===== src/rtl/hsv_pkg.sv =====
// shared types and constants for the rgb to hsv converter
// no dependencies; used by every module under rtl
`timescale 1ns / 1ps

package hsv_pkg;

  // component and result widths
  localparam int COMP_BITS = 8;
  localparam int HUE_BITS  = 16;
  localparam int SAT_BITS  = COMP_BITS;

  // hue quotient is at most 2^HUE_BITS/6, so it fits in HUE_BITS-2 bits
  localparam int QH_BITS   = HUE_BITS - 2;
  // hue divisor is 6*spread, at most 6*255
  localparam int HDIV_BITS = COMP_BITS + 3;
  // hue partial remainder stays below the divisor
  localparam int HREM_BITS = HDIV_BITS;

  // quotient bits resolved per divider stage
  localparam int DIV_STEP      = 2;
  localparam int HUE_DIV_STEPS = (QH_BITS + DIV_STEP - 1) / DIV_STEP;
  localparam int SAT_DIV_STEPS = (SAT_BITS + DIV_STEP - 1) / DIV_STEP;
  localparam int DIV_STAGES    = (HUE_DIV_STEPS > SAT_DIV_STEPS) ? HUE_DIV_STEPS
                                                                  : SAT_DIV_STEPS;

  // hue sector bases, one third and two thirds of a turn, truncated
  localparam logic [HUE_BITS-1:0] HUE_THIRD =
    HUE_BITS'((64'd1 << HUE_BITS) / 3);
  localparam logic [HUE_BITS-1:0] HUE_TWO_THIRDS =
    HUE_BITS'(((64'd1 << HUE_BITS) * 2) / 3);

  // which component is largest; red wins ties, then green
  typedef enum logic [1:0] {
    SECT_RED,
    SECT_GREEN,
    SECT_BLUE
  } hsv_sect_t;

  // item traveling through the divider stages
  typedef struct packed {
    hsv_sect_t                  sect;
    logic                       neg;       // hue difference is negative
    logic                       grey;      // spread is zero
    logic [COMP_BITS-1:0]       val;       // largest component
    logic [HDIV_BITS-1:0]       hue_div;   // 6*spread
    logic [HREM_BITS-1:0]       hue_rem;
    logic [QH_BITS-1:0]         hue_q;
    logic [COMP_BITS-1:0]       sat_div;   // same as val
    logic [COMP_BITS-1:0]       sat_rem;
    logic [COMP_BITS-1:0]       sat_low;   // numerator bits not yet shifted in
    logic [SAT_BITS-1:0]        sat_q;
  } hsv_div_t;

endpackage


===== src/rtl/hsv_prep.sv =====
// front end: max/min search, sector choice, spread and divider operands
// depends on hsv_pkg; two register stages
`timescale 1ns / 1ps

module hsv_prep (
  input  logic                          clk,
  input  logic                          rst,
  input  logic                          in_valid,
  output logic                          in_ready,
  input  logic [hsv_pkg::COMP_BITS-1:0] red,
  input  logic [hsv_pkg::COMP_BITS-1:0] green,
  input  logic [hsv_pkg::COMP_BITS-1:0] blue,
  output logic                          out_valid,
  input  logic                          out_ready,
  output hsv_pkg::hsv_div_t             out_data
);

  // stage 1 registers
  logic                          s1_vld;
  logic [hsv_pkg::COMP_BITS-1:0] s1_mx;
  logic [hsv_pkg::COMP_BITS-1:0] s1_mn;
  hsv_pkg::hsv_sect_t            s1_sect;
  logic [hsv_pkg::COMP_BITS-1:0] s1_a;
  logic [hsv_pkg::COMP_BITS-1:0] s1_b;

  // stage 2 registers
  logic                          s2_vld;
  hsv_pkg::hsv_div_t             s2_data;

  logic                          s1_rdy;
  logic                          s2_rdy;

  // stage 1 next values
  hsv_pkg::hsv_sect_t            sect_next;
  logic [hsv_pkg::COMP_BITS-1:0] mx_next;
  logic [hsv_pkg::COMP_BITS-1:0] mn_next;
  logic [hsv_pkg::COMP_BITS-1:0] a_next;
  logic [hsv_pkg::COMP_BITS-1:0] b_next;

  // stage 2 arithmetic
  logic [hsv_pkg::COMP_BITS-1:0]   spread;
  logic [hsv_pkg::COMP_BITS-1:0]   mag;
  logic [2*hsv_pkg::COMP_BITS-1:0] sat_num;
  hsv_pkg::hsv_div_t               s2_next;

  assign s2_rdy   = !s2_vld || out_ready;
  assign s1_rdy   = !s1_vld || s2_rdy;
  assign in_ready = s1_rdy;

  always_comb begin
    if (red >= green && red >= blue) begin
      sect_next = hsv_pkg::SECT_RED;
    end else if (green >= blue) begin
      sect_next = hsv_pkg::SECT_GREEN;
    end else begin
      sect_next = hsv_pkg::SECT_BLUE;
    end

    case (sect_next)
      hsv_pkg::SECT_RED: begin
        mx_next = red;
        a_next  = green;
        b_next  = blue;
      end
      hsv_pkg::SECT_GREEN: begin
        mx_next = green;
        a_next  = blue;
        b_next  = red;
      end
      default: begin
        mx_next = blue;
        a_next  = red;
        b_next  = green;
      end
    endcase

    mn_next = red;
    if (green < mn_next) mn_next = green;
    if (blue < mn_next) mn_next = blue;
  end

  always_comb begin
    spread  = s1_mx - s1_mn;
    mag     = (s1_a < s1_b) ? (s1_b - s1_a) : (s1_a - s1_b);
    // spread*255 as a shift and subtract
    sat_num = {spread, {hsv_pkg::COMP_BITS{1'b0}}} - {{hsv_pkg::COMP_BITS{1'b0}}, spread};

    s2_next         = '0;
    s2_next.sect    = s1_sect;
    s2_next.neg     = (s1_a < s1_b);
    s2_next.grey    = (spread == '0);
    s2_next.val     = s1_mx;
    // 6*spread = 4*spread + 2*spread
    s2_next.hue_div = {1'b0, spread, 2'b00} + {2'b00, spread, 1'b0};
    // quotient fits below 2^QH_BITS, so start with mag*2^(HUE_BITS-QH_BITS)
    s2_next.hue_rem = {1'b0, mag, 2'b00};
    s2_next.sat_div = s1_mx;
    s2_next.sat_rem = sat_num[2*hsv_pkg::COMP_BITS-1:hsv_pkg::COMP_BITS];
    s2_next.sat_low = sat_num[hsv_pkg::COMP_BITS-1:0];
  end

  always_ff @(posedge clk) begin
    if (rst) begin
      s1_vld <= 1'b0;
      s2_vld <= 1'b0;
    end else begin
      if (s1_rdy) s1_vld <= in_valid;
      if (s2_rdy) s2_vld <= s1_vld;
    end
  end

  always_ff @(posedge clk) begin
    if (s1_rdy && in_valid) begin
      s1_mx   <= mx_next;
      s1_mn   <= mn_next;
      s1_sect <= sect_next;
      s1_a    <= a_next;
      s1_b    <= b_next;
    end
    if (s2_rdy && s1_vld) begin
      s2_data <= s2_next;
    end
  end

  assign out_valid = s2_vld;
  assign out_data  = s2_data;

endmodule


===== src/rtl/hsv_divider.sv =====
// pipelined restoring dividers for hue and saturation quotients
// depends on hsv_pkg; DIV_STEP quotient bits per stage, both divisions side by side
`timescale 1ns / 1ps

module hsv_divider (
  input  logic              clk,
  input  logic              rst,
  input  logic              in_valid,
  output logic              in_ready,
  input  hsv_pkg::hsv_div_t in_data,
  output logic              out_valid,
  input  logic              out_ready,
  output hsv_pkg::hsv_div_t out_data
);

  hsv_pkg::hsv_div_t st  [hsv_pkg::DIV_STAGES];
  logic              vld [hsv_pkg::DIV_STAGES];
  logic              rdy [hsv_pkg::DIV_STAGES+1];

  // resolve the quotient bits that belong to one stage
  function automatic hsv_pkg::hsv_div_t div_stage(input hsv_pkg::hsv_div_t cur,
                                                  input int unsigned stage);
    hsv_pkg::hsv_div_t               nxt;
    logic [hsv_pkg::HREM_BITS:0]     hr;
    logic [hsv_pkg::COMP_BITS:0]     sr;
    nxt = cur;
    for (int j = 0; j < hsv_pkg::DIV_STEP; j++) begin
      if (stage * hsv_pkg::DIV_STEP + j < hsv_pkg::QH_BITS) begin
        hr = {nxt.hue_rem, 1'b0};
        if (hr >= {1'b0, nxt.hue_div}) begin
          hr        = hr - {1'b0, nxt.hue_div};
          nxt.hue_q = {nxt.hue_q[hsv_pkg::QH_BITS-2:0], 1'b1};
        end else begin
          nxt.hue_q = {nxt.hue_q[hsv_pkg::QH_BITS-2:0], 1'b0};
        end
        nxt.hue_rem = hr[hsv_pkg::HREM_BITS-1:0];
      end
      if (stage * hsv_pkg::DIV_STEP + j < hsv_pkg::SAT_BITS) begin
        sr          = {nxt.sat_rem, nxt.sat_low[hsv_pkg::COMP_BITS-1]};
        nxt.sat_low = {nxt.sat_low[hsv_pkg::COMP_BITS-2:0], 1'b0};
        if (sr >= {1'b0, nxt.sat_div}) begin
          sr        = sr - {1'b0, nxt.sat_div};
          nxt.sat_q = {nxt.sat_q[hsv_pkg::SAT_BITS-2:0], 1'b1};
        end else begin
          nxt.sat_q = {nxt.sat_q[hsv_pkg::SAT_BITS-2:0], 1'b0};
        end
        nxt.sat_rem = sr[hsv_pkg::COMP_BITS-1:0];
      end
    end
    return nxt;
  endfunction

  assign rdy[hsv_pkg::DIV_STAGES] = out_ready;

  for (genvar k = 0; k < hsv_pkg::DIV_STAGES; k++) begin : g_stage
    hsv_pkg::hsv_div_t src;
    logic              src_vld;

    if (k == 0) begin : g_first
      assign src     = in_data;
      assign src_vld = in_valid;
    end else begin : g_next
      assign src     = st[k-1];
      assign src_vld = vld[k-1];
    end

    assign rdy[k] = !vld[k] || rdy[k+1];

    always_ff @(posedge clk) begin
      if (rst) begin
        vld[k] <= 1'b0;
      end else if (rdy[k]) begin
        vld[k] <= src_vld;
      end
    end

    always_ff @(posedge clk) begin
      if (rdy[k] && src_vld) begin
        st[k] <= div_stage(src, k);
      end
    end
  end

  assign in_ready  = rdy[0];
  assign out_valid = vld[hsv_pkg::DIV_STAGES-1];
  assign out_data  = st[hsv_pkg::DIV_STAGES-1];

endmodule


===== src/rtl/hsv_finish.sv =====
// back end: hue sign, sector base, grey and black cases, output register
// depends on hsv_pkg; one register stage
`timescale 1ns / 1ps

module hsv_finish (
  input  logic                          clk,
  input  logic                          rst,
  input  logic                          in_valid,
  output logic                          in_ready,
  input  hsv_pkg::hsv_div_t             in_data,
  output logic                          out_valid,
  input  logic                          out_ready,
  output logic [hsv_pkg::HUE_BITS-1:0]  hue,
  output logic [hsv_pkg::SAT_BITS-1:0]  sat,
  output logic [hsv_pkg::COMP_BITS-1:0] val
);

  logic                          vld;
  logic                          rdy;
  logic [hsv_pkg::HUE_BITS-1:0]  term;
  logic [hsv_pkg::HUE_BITS-1:0]  base;
  logic [hsv_pkg::HUE_BITS-1:0]  hue_next;
  logic [hsv_pkg::SAT_BITS-1:0]  sat_next;

  assign rdy      = !vld || out_ready;
  assign in_ready = rdy;

  always_comb begin
    term = {{(hsv_pkg::HUE_BITS-hsv_pkg::QH_BITS){1'b0}}, in_data.hue_q};
    if (in_data.neg) term = '0 - term;

    case (in_data.sect)
      hsv_pkg::SECT_RED:   base = '0;
      hsv_pkg::SECT_GREEN: base = hsv_pkg::HUE_THIRD;
      hsv_pkg::SECT_BLUE:  base = hsv_pkg::HUE_TWO_THIRDS;
      default:             base = '0;
    endcase

    // sum wraps modulo the hue width
    hue_next = in_data.grey ? '0 : (base + term);
    // black pixel divides by zero, result forced to zero
    sat_next = (in_data.val == '0) ? '0 : in_data.sat_q;
  end

  always_ff @(posedge clk) begin
    if (rst) begin
      vld <= 1'b0;
    end else if (rdy) begin
      vld <= in_valid;
    end
  end

  always_ff @(posedge clk) begin
    if (rdy && in_valid) begin
      hue <= hue_next;
      sat <= sat_next;
      val <= in_data.val;
    end
  end

  assign out_valid = vld;

endmodule


===== src/rtl/rgb_to_hsv_converter.sv =====
// Converts one 8-bit RGB pixel per transfer into hue, saturation and value. Value is the
// largest component, saturation is spread*255/value (zero for black) and hue is a fraction
// of a full turn scaled by 2^HUE_BITS (zero for grey pixels), with red winning ties, then
// green. With hsv_ready held high the block takes one pixel and gives one result per clock.
// A pixel passes the hsv_prep registers, the divider pipeline resolving DIV_STEP quotient
// bits of the hue and saturation divisions per stage, and the hsv_finish output register.
// Each stage holds its own valid bit and stalls only when it is full and its successor is
// stalled, so bubbles are squeezed out and a stalled result does not block new pixels from
// entering while there is room. Depends on hsv_pkg, hsv_prep, hsv_divider, hsv_finish.
`timescale 1ns / 1ps

module rgb_to_hsv_converter (
  input  logic                          clk,
  input  logic                          rst,
  // pixel channel
  input  logic                          pixel_valid,
  output logic                          pixel_ready,
  input  logic [hsv_pkg::COMP_BITS-1:0] red_in,
  input  logic [hsv_pkg::COMP_BITS-1:0] green_in,
  input  logic [hsv_pkg::COMP_BITS-1:0] blue_in,
  // result channel
  output logic                          hsv_valid,
  input  logic                          hsv_ready,
  output logic [hsv_pkg::HUE_BITS-1:0]  hue_out,
  output logic [hsv_pkg::SAT_BITS-1:0]  sat_out,
  output logic [hsv_pkg::COMP_BITS-1:0] val_out
);

  // front end to divider
  logic              prep_valid;
  logic              prep_ready;
  hsv_pkg::hsv_div_t prep_data;

  // divider to back end
  logic              div_valid;
  logic              div_ready;
  hsv_pkg::hsv_div_t div_data;

  // max/min, sector choice, spread and initial remainders
  hsv_prep u_prep (
    .clk       (clk),
    .rst       (rst),
    .in_valid  (pixel_valid),
    .in_ready  (pixel_ready),
    .red       (red_in),
    .green     (green_in),
    .blue      (blue_in),
    .out_valid (prep_valid),
    .out_ready (prep_ready),
    .out_data  (prep_data)
  );

  // hue and saturation quotients, DIV_STEP bits per stage
  hsv_divider u_divider (
    .clk       (clk),
    .rst       (rst),
    .in_valid  (prep_valid),
    .in_ready  (prep_ready),
    .in_data   (prep_data),
    .out_valid (div_valid),
    .out_ready (div_ready),
    .out_data  (div_data)
  );

  // sector base, sign, special cases and the output register
  hsv_finish u_finish (
    .clk       (clk),
    .rst       (rst),
    .in_valid  (div_valid),
    .in_ready  (div_ready),
    .in_data   (div_data),
    .out_valid (hsv_valid),
    .out_ready (hsv_ready),
    .hue       (hue_out),
    .sat       (sat_out),
    .val       (val_out)
  );

endmodule


===== config.mk =====
export PLATFORM = sky130hd
export DESIGN_NAME = rgb_to_hsv_converter
export DESIGN_NICKNAME = d
export VERILOG_FILES = /design/src/rtl/hsv_pkg.sv /design/src/rtl/hsv_prep.sv /design/src/rtl/hsv_divider.sv /design/src/rtl/hsv_finish.sv /design/src/rtl/rgb_to_hsv_converter.sv
export SDC_FILE = /design/constraint.sdc
export NUM_CORES = 1
export LEC_CHECK = 0
export BUFFER_PORTS_ARGS = -buffer_cell sky130_fd_sc_hd__buf_4
export CAP_MARGIN = 20
export CORE_ASPECT_RATIO = 1.75
export CORE_MARGIN = 3
export CORE_UTILIZATION = 64
export DETAILED_ROUTE_END_ITERATION = 8
export PLACE_DENSITY = 0.81
export SYNTH_ARGS = -nofsm -noshare
export SYNTH_HDL_FRONTEND = slang
export SYNTH_SLANG_ARGS = --single-unit

===== constraint.sdc =====
create_clock -name clk -period 7.31 [get_ports clk]
set_input_delay 1.462 -clock clk [delete_from_list [all_inputs] [get_ports clk]]
set_output_delay 1.462 -clock clk [all_outputs]
set_load 0.05 [all_outputs]

# After elaboration in Yosys (flattened, before gate mapping)
# Memory sizes are Yosys's and may differ from the RTL's.
# Index checks and enable logic that the tools add are counted.
dict set report totals {
  mem_bits_rw 567
  ff_bits 116
  out_inout_bits 34
  mem_count 2
}
# memory words word_bits read_ports rd_ports_with_merged_regs write_ports line_no
set memory_table {}
lappend memory_table {u_divider.st 7 80 7 0 7 hsv_divider.sv:16} ;# hsv_pkg::hsv_div_t st [hsv_pkg::DIV_STAGES];
lappend memory_table {u_divider.vld 7 1 7 0 7 hsv_divider.sv:17} ;# logic vld [hsv_pkg::DIV_STAGES];
dict set report classes {
  eq_ne 3
  n_addsub 29
  magnitude_cmp 28
  muxes 120
  n_reduce_logical 34
  bitwise_logic 7
}
# cell count
set ops {}
lappend ops {{$mux W25} 14}
lappend ops {{$mux W24} 8}
lappend ops {{$ge A12 B11 Y1} 13}
lappend ops {{$mux W11} 14}
lappend ops {{$sub A11 B11 Y11} 14}
lappend ops {{$mux W8} 11}
lappend ops {{$sub A8 B8 Y8} 11}
lappend ops {{$ge A9 B8 Y1} 8}
lappend ops {{$mux W1} 66}
lappend ops {{$pmux W8 S2} 3}
lappend ops {{$pmux W16 S2} 1}
lappend ops {{$ge A8 B8 Y1} 3}
lappend ops {{$lt A8 B8 Y1} 3}
lappend ops {{$add A16 B16 Y16} 1}
lappend ops {{$logic_not A8 Y1} 2}
lappend ops {{$mux W16} 1}
lappend ops {{$sub A16 B8 Y16} 1}
lappend ops {{$sub A1 B14 Y15 const A} 1}
lappend ops {{$add A10 B9 Y11} 1}
lappend ops {{$ge A11 B11 Y1} 1}
lappend ops {{$logic_and A1 B1 Y1} 11}
lappend ops {{$logic_not A1 Y1} 10}
lappend ops {{$logic_or A1 B1 Y1} 10}
lappend ops {{$or A1 B1 Y1} 7}
lappend ops {{4 further kinds} 6}

# Logic depth before layout (Yosys ltp)
# Gate-level depths: netlist of run 1.
dict set report logic_depth {
  depth_word 14
  mapped_depth 21
  depth_no_buf 20
}

# Modules after synthesis
# Synthesis of run 1 repeated with hierarchy kept, for this count alone.
dict set report hier_totals {
  cells_unflattened 2917
  area_unflattened_um2 34521.9
}
# mod instances cells_each seq_area_each_um2 area_each_um2
set modules_own_cells {}
lappend modules_own_cells {hsv_divider 1 2096 14083.5 25828.5}
lappend modules_own_cells {hsv_prep 1 609 2382.3 6444.9}
lappend modules_own_cells {hsv_finish 1 212 980.9 2248.4}

# Worst setup path before layout of run 1
# No wires, ideal clock.
dict set report synth_path {
  kind {input -> register}
  start {input port hsv_ready}
  end {memory u_divider.st[4][0] (netlist name), enable pin}
  setup_ps 536
  slack_ps 1317
  stages 3
  n_path_buf 0
  arrival_time_ps 5457
  path_cell_list {nor2b_1 -> and3_1 -> a21boi_0}
}
# element line_no
set synth_rtl {}
lappend synth_rtl {{start, declared} rgb_to_hsv_converter.sv:23} ;# input logic hsv_ready,
lappend synth_rtl {{end, declared} hsv_divider.sv:16}

==> results of run 1 <==
-- state kept, by name, summed over array words and instances (netlist names) --
name                flops
u_prep.out_valid        1
u_finish.val            8
u_finish.hue           16
u_prep.s1_mn            8
u_finish.out_valid      1
u_prep.s1_vld           1
u_divider.st          334
u_prep.s1_b             8
u_prep.s1_a             8
u_prep.s1_sect          2
u_prep.s1_mx            8
u_finish.sat            8
u_divider.vld           7
u_prep.out_data        44
-- cells by family (layout without fill, tap and decap cells) --
group           after synthesis  after routing  synth area share (%)
flops                       454            454                  48.2
xor+xnor                    171            171                  5.31
compound gates              535            535                  12.5
other cells                   0              1                     0
fa+ha+maj                   301            301                  13.8
simple gates                582            582                  10.4
buf+inv                     263            392                  3.54
mux                         163            163                  6.22
-- cell type report --
class	count	share of cell area, %
tap	566	2.29
timing repair buffer	81	2.10
antenna	1	0.00809
sequential	454	44.0
inverter	236	2.86
multi-input combinational	1752	44.2
clock inverter	30	1.11
clock buffer	45	3.43
-- cells in the mapped netlist, drive strengths merged, types with 19 or more instances --
library cell	n
a21o	76
a21oi	148
clkbuf	19
edfxtp	451
ha	283
inv	236
mux2	97
mux2i	66
nand2	112
nand2b	25
nand3	27
nand4	39
nor2	175
nor2b	53
nor3	39
o21a	32
o21ai	121
o21bai	26
or2	19
xnor2	106
xor2	65
-- stage by stage --
stage	total power, mW	util [%]	instances	setup WS (ns)	cell area, µm²
after floorplan	5.79	-	2469	1.32	28200
after global placement	6.47	67.8	3086	1.81	29500
after detailed placement	6.57	67.8	3086	1.79	29500
after CTS	8.85	71.0	3161	1.86	30900
after global routing	9.30	71.2	3165	1.36	30900
final	8.84	71.2	3165	1.91	30900
-- power by group --
part | leakage [nW] | switching [mW] | internal, mW | total, mW
sequential | 4.14 | 0.0924 | 3.18 | 3.27
combinational | 7.66 | 1.86 | 1.45 | 3.30
clock | 0.692 | 0.980 | 1.28 | 2.26
total | 12.5 | 2.93 | 5.91 | 8.84
-- worst max-delay path, delay by kind of cell, from the launching register on --
family | cells | cell delay (ns)
flops | 1 | 0.38
mux | 2 | 0.84
buf+inv | 1 | 0.18
simple gates | 3 | 0.97
compound gates | 10 | 2.15
fa+ha+maj | 2 | 0.61
-- metal layers --
metal  vias up  wire length, µm
met5         -                0
met4         0             4240
met3       222             1760
met2       474            35900
met1      9272            19900
li1       9273                -
-- worst paths after layout --
| check | start | endpoint | slack, ns | cells after the start |
|---|---|---|---|---|
| worst min-delay path | u_divider.st[5][36]$_DFFE_PP_ | u_divider.st[6][38]$_DFFE_PP_ | 0.42 | 0 |
| worst max register to register | u_prep.out_data[69]$_DFFE_PP_ | u_divider.st[0][17]$_DFFE_PP_ | 1.91 | 18 |
| worst min register to register | u_divider.st[5][36]$_DFFE_PP_ | u_divider.st[6][38]$_DFFE_PP_ | 0.42 | 0 |
| worst max-delay path | u_prep.out_data[69]$_DFFE_PP_ | u_divider.st[0][17]$_DFFE_PP_ | 1.91 | 18 |
==> flow_metrics.py, run 1 <==
metrics = {
    "status": {
        "status": "complete, no violations",
    },
    "global_routing": {
        "first_global_vias": 20100,
        "groute.usage.overall_pct": 26.2,
        "global_route.usage.met2_pct": 53.7,
        "use_met1_pct": 23.2,
        "grt_pass1_wl_mm": 97.3,
        "grt_antenna_before_repair": 1,
        "met3_usage_pct": 2.56,
        "globalRouteOverflowTotal": 0,
        "grt-busiest-layer": "met2",
        "grt_max_degree": 53,
    },
    "cts": {
        "cts_max_level": 2,
        "cts_num_sinks": 454,
        "cts_buffers": 41,
        "clk_pin_slew_ns": 0.07,
        "cts.hold.buffers_added": 0,
        "clock_network_latency_to_the_later_pin_of_the_worst_skew_pair_ns": 0.57,
        "cts_tree": "built",
        "cts.repair_timing.setup_buffer_count": 0,
        "cts_max_path_buffers": 3,
        "cts-root-buf": "clkbuf_16",
        "cts-resized-gates": 0,
    },
    "cells_and_area": {
        "area_growth_syn_to_layout_pct": 9.69,
        "multi_input_area_um2": 13700,
        "mostFrequentLayoutCells": "451 x edfxtp_1, 283 x ha_1, 232 x inv_1",
        "layout_commonest_cell": "edfxtp_1",
        "fillCellCount": 3024,
        "final_layout_size_suffix_gt1_share_pct": 11.8,
        "sequential_standard_cell_area_um2": 13600,
        "nNetsFinal": 2895,
    },
    "detailed_routing": {
        "drt_pass1_iterations": 5,
        "route.detailed.wl_per_inst_um": 19.6,
        "first_iter_violations": 1017,
        "routed-via-count": 19200,
        "routed_via_density": 6.08,
        "antenna_left": 0,
        "drc_errors": 0,
        "drt-total-wl_mm": 61.9,
    },
    "logic_synthesis": {
        "synthesis.area_um2": 28200,
        "syn-instance-count": 2469,
        "synthArstFlopShare_pct": 0,
        "synth.distinct_cells": 88,
        "seq_area_frac_synth_pct": 48.2,
        "syn-num-nets": 2798,
        "synth_edf_count": 451,
        "synth.top_cell.area_share_pct": 48.0,
        "yosysWarningCount": 0,
        "post-synth-top-area-cell": "edfxtp_1",
        "synth.area.top_cells": "edfxtp_1 48%, ha_1 13%, mux2_2 3.9%",
        "ys_seq_elements": 454,
        "syn-mean-instance-area_um2": 11.4,
        "synth-main-ff-cell": "edfxtp_1",
    },
    "setup_path": {
        "crit_path_end_kind": "register",
        "worstPathCellList": "inv_1 > ha_1 > nor2b_1 > o21ai_0 > a21boi_0 > o31ai_1 > a21oi_1 > a21o_1 > mux2i_1 > ha_1 > nor2b_1 > o21ai_0 > a21oi_1 > o21a_1 > o21ai_0 > a21oi_1 > nor3_2 > mux2_2",
        "critical_path_peak_fanout": 9,
        "required_time_at_the_endpoint_of_the_critical_path_ns": 7.63,
        "setup.worst_path.start_class": "register",
        "setup.worst_path.class": "register to register",
        "critPathMaxStageDelay_ns": 0.69,
        "critPathArrivalTime_ns": 5.71,
        "critical_path.slowest_cell": "nor3_2",
    },
    "place": {
        "dpl.hpwl_mm": 48.0,
        "routabilityCongestion": 0.947,
        "port_buffers": 61,
    },
    "timing": {
        "whs_ns": 0.416,
        "timing.fmax_mhz": 185,
        "timing.max_slew.rel_slack_pct": 28.5,
        "finalCriticalPeriod_ns": 5.40,
        "finalHoldViolations": 0,
        "fin_worst_skew_ns": 0.0289,
        "setup-violations-final": 0,
        "finalMaxSlewViolations": 0,
        "rsz0062_at_grt": "no",
        "finalSetupTns_ns": 0,
        "final_period_utilization_pct": 73.9,
        "max_slew.worst_pin.slew_ns": 1.07,
    },
    "pwr": {
        "vdd_ir_drop_max_v": 0.000410,
        "power.leakage_nw": 12.5,
        "powerDensity_nw_per_um2": 286,
    },
    "die": {
        "placement_rows": 101,
        "fp.dieArea_um2": 46700,
        "floorplan.io_pins": 62,
        "core-area_um2": 43500,
        "dieHeight_um": 284,
        "die_w_um": 165,
        "floorplan.initialDensity_pct": 64.9,
    },
    "run": {
        "max-cap-violations": 0,
    },
    "worst_hold_path": {
        "hold_path.class": "register to register",
    },
}
(Power assumes the default switching activity.)
==> run 2, diff against run 1 <==
--- a/config.mk
+++ b/config.mk
@@ -5,6 +5,7 @@
 export SDC_FILE = /design/constraint.sdc
 export NUM_CORES = 1
 export LEC_CHECK = 0
+export ABC_AREA = 1
 export BUFFER_PORTS_ARGS = -buffer_cell sky130_fd_sc_hd__buf_4
 export CAP_MARGIN = 20
 export CORE_ASPECT_RATIO = 1.75
==> constraint.sdc (replaced) <==
create_clock -name clk -period 5.3 [get_ports clk]
set_input_delay 1.06 -clock clk [delete_from_list [all_inputs] [get_ports clk]]
set_output_delay 1.06 -clock clk [all_outputs]
set_load 0.05 [all_outputs]
==> run 2 against run 1 <==
  * Combinational power increased by 51%
  * Clock skew decreased by 0.0065 ns
  * Setup slack got worse by 0.80 ns
  * Die area decreased by 0.55%
  * Cell area decreased by 1.2%
  * Global-route usage increased by 1.4 points
==> flow_metrics.py, run 2 <==
metrics = {
    "timing": {
        "finalMaxSlewViolations": 0,
        "timing.fmax_mhz": 239,
        "fin_ws_ns": 1.11,
        "finalSetupTns_ns": 0,
        "finalHoldViolations": 0,
        "timing.max_slew.rel_slack_pct": 32.9,
        "final_period_utilization_pct": 79.1,
        "finalCriticalPeriod_ns": 4.19,
        "max_slew.worst_pin.slew_ns": 1.01,
        "rsz0062_at_grt": "no",
        "setup-violations-final": 0,
        "fin_worst_skew_ns": 0.0223,
    },
    "place": {
        "port_buffers": 61,
        "numPlacedInstances": 3480,
        "dpl.hpwl_mm": 49.8,
        "pre_cts_slack_ns": 1.17,
        "routabilityCongestion": 0.968,
        "placement.cell_area_um2": 29100,
    },
    "die": {
        "floorplan.io_pins": 62,
        "dieHeight_um": 283,
        "floorplan.initialDensity_pct": 65.3,
        "die_w_um": 164,
        "fp.dieArea_um2": 46500,
        "placement_rows": 100,
        "core-area_um2": 42900,
    },
    "logic_synthesis": {
        "syn-num-nets": 3207,
        "synthesis.area_um2": 28000,
        "synth_commonest_cells": "590 x nand2_1, 451 x edfxtp_1, 390 x inv_1",
        "post-synth-top-area-cell": "edfxtp_1",
        "synth.distinct_cells": 64,
        "seq_area_frac_synth_pct": 48.5,
        "synth_edf_count": 451,
        "syn-instance-count": 2878,
        "syn-mean-instance-area_um2": 9.74,
        "ys_seq_elements": 454,
        "yosysWarningCount": 0,
        "synth-main-ff-cell": "edfxtp_1",
        "synth.area.top_cells": "edfxtp_1 48%, ha_1 13%, nand2_1 7.9%",
        "synthArstFlopShare_pct": 0,
        "synth.top_cell.area_share_pct": 48.3,
        "yosys.cell_count.top_type": "nand2_1",
    },
    "global_routing": {
        "globalRouteOverflowTotal": 0,
        "grt_antenna_before_repair": 0,
        "groute.usage.overall_pct": 27.6,
        "grt_pass1_wl_mm": 102,
        "grt_max_degree": 53,
        "first_global_vias": 21400,
    },
    "cells_and_area": {
        "antenna-diode-count": 0,
        "final_cell_count_no_fill": 3554,
        "largest_register_ffs": 334,
        "area_growth_syn_to_layout_pct": 8.96,
        "nNetsFinal": 3293,
        "fillCellCount": 3117,
        "layout.cell_area.non_filler_um2": 30600,
        "reg_with_most_ffs": "u_divider.st",
        "layout_commonest_cell": "nand2_1",
        "mostFrequentLayoutCells": "590 x nand2_1, 451 x edfxtp_1, 387 x inv_1",
        "final_layout_size_suffix_gt1_share_pct": 7.45,
    },
    "cts": {
        "cts_buffers": 41,
        "cts_tree": "built",
        "clk_pin_slew_ns": 0.07,
        "cts-root-buf": "clkbuf_16",
        "cts_max_path_buffers": 3,
        "cts.hold.buffers_added": 0,
        "clock_network_latency_to_the_later_pin_of_the_worst_skew_pair_ns": 0.57,
        "cts-resized-gates": 0,
        "cts_max_level": 2,
        "cts_num_sinks": 454,
        "cts.repair_timing.setup_buffer_count": 0,
    },
    "pwr": {
        "powerDensity_nw_per_um2": 413,
        "power.leakage_nw": 13.4,
        "total_power_mw": 12.6,
        "vdd_ir_drop_max_v": 0.000693,
    },
    "run": {
        "max-cap-violations": 0,
    },
    "worst_hold_path": {
        "hold_path.class": "register to register",
    },
    "setup_path": {
        "critPathArrivalTime_ns": 4.49,
        "critical_path.slowest_cell": "edfxtp_1",
        "critPathMaxStageDelay_ns": 0.61,
        "reg2reg_slack_ns": 1.11,
        "setup.worst_path.class": "register to register",
        "r2r_start": "u_divider.st[2][59]$_DFFE_PP_",
        "required_time_at_the_endpoint_of_the_critical_path_ns": 5.60,
        "critical_path.reg2reg.endpoint": "u_divider.st[3][48]$_DFFE_PP_",
        "crit_path_end_kind": "register",
        "setup.worst_path.end": "u_divider.st[3][48]$_DFFE_PP_",
        "critical_path_peak_fanout": 20,
        "worstPathCellList": "inv_1 > ha_1 > nand2_1 > o21ai_1 > nand3_1 > nand3_2 > inv_2 > nand2_1 > o21ai_0 > ha_1 > inv_1 > nor3_1 > nand4_1 > nor2_1 > o21ai_0 > nand2_1 > nor2_1 > buf_4 > nand2_1 > o21ai_1",
        "setup.worst_path.start_class": "register",
        "path_common_cell": "nand2_1",
        "critical_path.startpoint": "u_divider.st[2][59]$_DFFE_PP_",
        "reg2reg_depth": 20,
    },
    "detailed_routing": {
        "drt-total-wl_mm": 63.8,
        "routed-via-count": 20700,
        "routed_via_density": 5.83,
        "antenna_left": 0,
        "drc_errors": 0,
        "first_iter_violations": 1079,
        "drt_pass1_iterations": 7,
        "route.detailed.wl_per_inst_um": 18.0,
    },
    "status": {
        "status": "complete, no violations",
    },
}
==> run 2: cell count changes after synthesis, sizes merged, moves of 53 or more <==
| cell | delta |
|---|---|
| a21o | -58 |
| a21oi | +60 |
| inv | +168 |
| mux2 | -96 |
| mux2i | -65 |
| nand2 | +496 |
| nand3 | +97 |
| nor2b | -53 |
| o21ai | +74 |
| xor2 | +61 |
==> run 2: worst min-delay path by stage <==
| stage | start | end | slack, ns | cells past startpoint |
|---|---|---|---|---|
| 2_1_floorplan | u_prep.out_data[10]$_DFFE_PP_ | u_divider.st[0][12]$_DFFE_PP_ | 0.40 | 0 |
| 3_3_place_gp | u_divider.st[5][3]$_DFFE_PP_ | u_divider.st[6][3]$_DFFE_PP_ | 0.40 | 0 |
| 3_5_place_dp | u_prep.out_data[79]$_DFFE_PP_ | u_divider.st[0][79]$_DFFE_PP_ | 0.40 | 0 |
| 4_1_cts | u_divider.st[2][5]$_DFFE_PP_ | u_divider.st[3][7]$_DFFE_PP_ | 0.40 | 0 |
| 5_1_grt | u_divider.st[3][37]$_DFFE_PP_ | u_divider.st[4][39]$_DFFE_PP_ | 0.41 | 0 |
| 6_report | u_divider.st[2][5]$_DFFE_PP_ | u_divider.st[3][7]$_DFFE_PP_ | 0.40 | 0 |
==> run 2: layout make-up <==
type | instances | area, µm² | share of cell area (%)
Timing Repair Buffer | 77 | 603 | 1.97
Multi-Input combinational cell | 1985 | 12800 | 41.8
Tap cell | 561 | 702 | 2.30
Inverter | 405 | 1520 | 4.98
Clock inverter | 23 | 287 | 0.938
Sequential cell | 454 | 13600 | 44.5
Clock buffer | 49 | 1080 | 3.52
==> run 2: cells by family (layout without fill, tap and decap cells) <==
kind of cell	count (synthesis)	in the layout	share of synthesized area, %
muxes	2	2	0.0759
buffers and inverters	439	554	6.12
adders and majority gates	301	301	13.9
and+or+nand+nor	978	978	14.9
DFF	454	454	48.5
xor gates and xnor gates	180	180	5.68
AOI/OAI and AO/OA	524	524	10.8
==> run 2: worst max-delay path: cells and delay by family, from the launching register on <==
family / cells / cell delay, ns
fa+ha+maj: 2 / 0.77
compound gates: 4 / 0.62
flops: 1 / 0.61
simple gates: 10 / 1.28
buf+inv: 4 / 0.66
==> run 2: report_power, final <==
part / switching, mW / internal, mW / leakage [nW]
clock: 1.34 / 1.67 / 0.649
combinational: 3.18 / 1.81 / 8.54
sequential: 0.157 / 4.47 / 4.18
total: 4.68 / 7.95 / 13.4
==> run 2: routing by layer <==
layer,global-route usage [%],part of all wire [%]
met5,0,0
met4,19.7,8.2
met2,55.5,56
met3,2.75,3.3
met1,24.6,32
==> run 2: per-stage QoR <==
step	hold WS [ns]	utilization, %
2_1_floorplan	0.400	-
3_3_place_gp	0.401	67.9
3_5_place_dp	0.405	67.9
4_1_cts	0.399	71.1
5_1_grt	0.412	71.2
6_report	0.401	71.2
==> run 3, diff against run 2 <==
==> constraint.sdc (replaced) <==
create_clock -name clk -period 4.4 [get_ports clk]
set_input_delay 0.88 -clock clk [delete_from_list [all_inputs] [get_ports clk]]
set_output_delay 0.88 -clock clk [all_outputs]
set_load 0.05 [all_outputs]
==> run 3 against run 2 <==
  * Flip-flop and latch count did not move
  * Critical path type unchanged
  * Setup slack got worse by 0.75 ns
  * Global-route usage fell by 0.18 points
  * Clock power rose by 20%
  * Critical endpoint is now u_divider.st[0][16]$_DFFE_PP_
  * Wire length fell by 0.93%
  * Sequential power rose by 20%
  * Non-clock buffer count rose by 8
  * Die area did not move
  * Total power rose by 20%
==> flow_metrics.py, run 3 (synthesis results as in run 2) <==
metrics = {
    "die": {
        "fp.dieArea_um2": 46500,
        "placement_rows": 100,
        "dieHeight_um": 283,
        "core-area_um2": 42900,
        "die_w_um": 164,
        "floorplan.io_pins": 62,
        "floorplan.initialDensity_pct": 65.3,
    },
    "global_routing": {
        "grt_antenna_before_repair": 0,
        "globalRouteOverflowTotal": 0,
        "first_global_vias": 21400,
        "grt_max_degree": 53,
        "grt_pass1_wl_mm": 101,
        "groute.usage.overall_pct": 27.4,
    },
    "setup_path": {
        "critical_path_peak_fanout": 10,
        "setup.worst_path.start_class": "register",
        "setup.worst_path.class": "register to register",
        "required_time_at_the_endpoint_of_the_critical_path_ns": 4.71,
        "critPathMaxStageDelay_ns": 0.43,
        "worstPathCellList": "inv_1 > ha_1 > nand3_1 > nand3_1 > a21oi_1 > nor2_1 > o21ai_2 > nand2_1 > nand2_2 > nand2_2 > o21ai_1 > ha_1 > nand3_1 > nand2_1 > nand4_1 > nand3_1 > a211oi_1 > nand2_2 > inv_2 > o21ai_0",
        "crit_path_end_kind": "register",
        "critical_path.slowest_cell": "edfxtp_1",
        "path_common_cell": "nand3_1",
        "critPathArrivalTime_ns": 4.35,
    },
    "timing": {
        "final_period_utilization_pct": 91.8,
        "fin_worst_skew_ns": 0.0187,
        "setup-violations-final": 0,
        "rsz0062_at_grt": "no",
        "timing.max_slew.rel_slack_pct": 35.2,
        "timing.fmax_mhz": 248,
        "finalHoldViolations": 0,
        "max_slew.worst_pin.slew_ns": 0.972,
        "finalCriticalPeriod_ns": 4.04,
        "finalSetupTns_ns": 0,
        "finalMaxSlewViolations": 0,
    },
    "detailed_routing": {
        "drt_pass1_iterations": 5,
        "drt-total-wl_mm": 63.2,
        "antenna_left": 0,
        "route.detailed.wl_per_inst_um": 17.7,
        "first_iter_violations": 1006,
        "routed-via-count": 20500,
        "routed_via_density": 5.76,
        "drc_errors": 0,
    },
    "cts": {
        "clock_network_latency_to_the_later_pin_of_the_worst_skew_pair_ns": 0.57,
        "cts_num_sinks": 454,
        "cts-root-buf": "clkbuf_16",
        "cts_max_path_buffers": 3,
        "cts_tree": "built",
        "cts.repair_timing.setup_buffer_count": 0,
        "clk_pin_slew_ns": 0.06,
        "cts_buffers": 41,
        "cts-resized-gates": 0,
        "cts_max_level": 2,
        "cts.hold.buffers_added": 0,
    },
    "run": {
        "max-cap-violations": 0,
    },
    "cells_and_area": {
        "mostFrequentLayoutCells": "589 x nand2_1, 451 x edfxtp_1, 387 x inv_1",
        "nNetsFinal": 3301,
        "area_growth_syn_to_layout_pct": 9.21,
        "final_layout_size_suffix_gt1_share_pct": 7.79,
        "reg_with_most_ffs": "u_divider.st",
        "largest_register_ffs": 334,
        "layout_commonest_cell": "nand2_1",
    },
    "pwr": {
        "power.leakage_nw": 13.4,
        "powerDensity_nw_per_um2": 496,
        "vdd_ir_drop_max_v": 0.000596,
        "total_power_mw": 15.2,
    },
    "place": {
        "port_buffers": 61,
        "routabilityCongestion": 0.939,
        "dpl.hpwl_mm": 49.7,
    },
    "worst_hold_path": {
        "hold_path.class": "register to register",
    },
    "status": {
        "status": "complete, no violations",
    },
}
run 3: worst paths after layout:
kind	start	endpoint	slack, ns	cells past startpoint
worst min-delay path	u_divider.st[2][33]$_DFFE_PP_	u_divider.st[3][35]$_DFFE_PP_	0.41	0
worst min register to register	u_divider.st[2][33]$_DFFE_PP_	u_divider.st[3][35]$_DFFE_PP_	0.41	0
worst max-delay path	u_prep.out_data[69]$_DFFE_PP_	u_divider.st[0][16]$_DFFE_PP_	0.36	20
worst max register to register	u_prep.out_data[69]$_DFFE_PP_	u_divider.st[0][16]$_DFFE_PP_	0.36	20
run 3: final cells by class:
| class | instances | area [µm²] |
|---|---|---|
| inverters | 405 | 1520 |
| clock inverters | 29 | 322 |
| multi-input cells | 1985 | 12800 |
| flip-flops and latches | 454 | 13600 |
| diodes | 1 | 2.50 |
| clock buffers | 46 | 1040 |
| well taps | 561 | 702 |
| fillers | 3142 | 12300 |
| repair buffers | 85 | 663 |
run 3: stage by stage:
step / util [%] / instance area (µm²) / worst slack, ns / std cells / hold slack (ns)
floorplan: - / 28000 / 0.394 / 2878 / 0.400
global placement: 68.1 / 29200 / 0.401 / 3488 / 0.400
detailed placement: 68.1 / 29200 / 0.317 / 3488 / 0.405
CTS: 71.2 / 30600 / 0.276 / 3563 / 0.400
global route: 71.3 / 30600 / 0.0437 / 3565 / 0.409
finish: 71.3 / 30600 / 0.360 / 3566 / 0.409
run 3: metal layers:
metal	global-route usage [%]	share of wire (%)	vias up
met4	18.1	7.4	0
li1	-	-	10100
met5	0	0	-
met2	56.0	57	544
met1	24.4	32	9634
met3	2.67	2.8	252
run 3: power by group:
group / switching (mW) / total (mW) / leakage, nW / internal (mW)
registers: 0.176 / 5.55 / 4.18 / 5.38
clock network: 1.64 / 3.62 / 0.653 / 1.99
logic: 3.82 / 6.01 / 8.58 / 2.19
total: 5.63 / 15.2 / 13.4 / 9.56
run 3: worst max-delay path, delay by kind of cell (launching register included):
kind | cells | cell delay [ns]
AND/OR/NAND/NOR | 11 | 1.31
AO/OA/AOI/OAI | 5 | 1.08
adder cells (fa/ha/maj) | 2 | 0.59
flip-flops | 1 | 0.43
buffers and inverters | 2 | 0.38
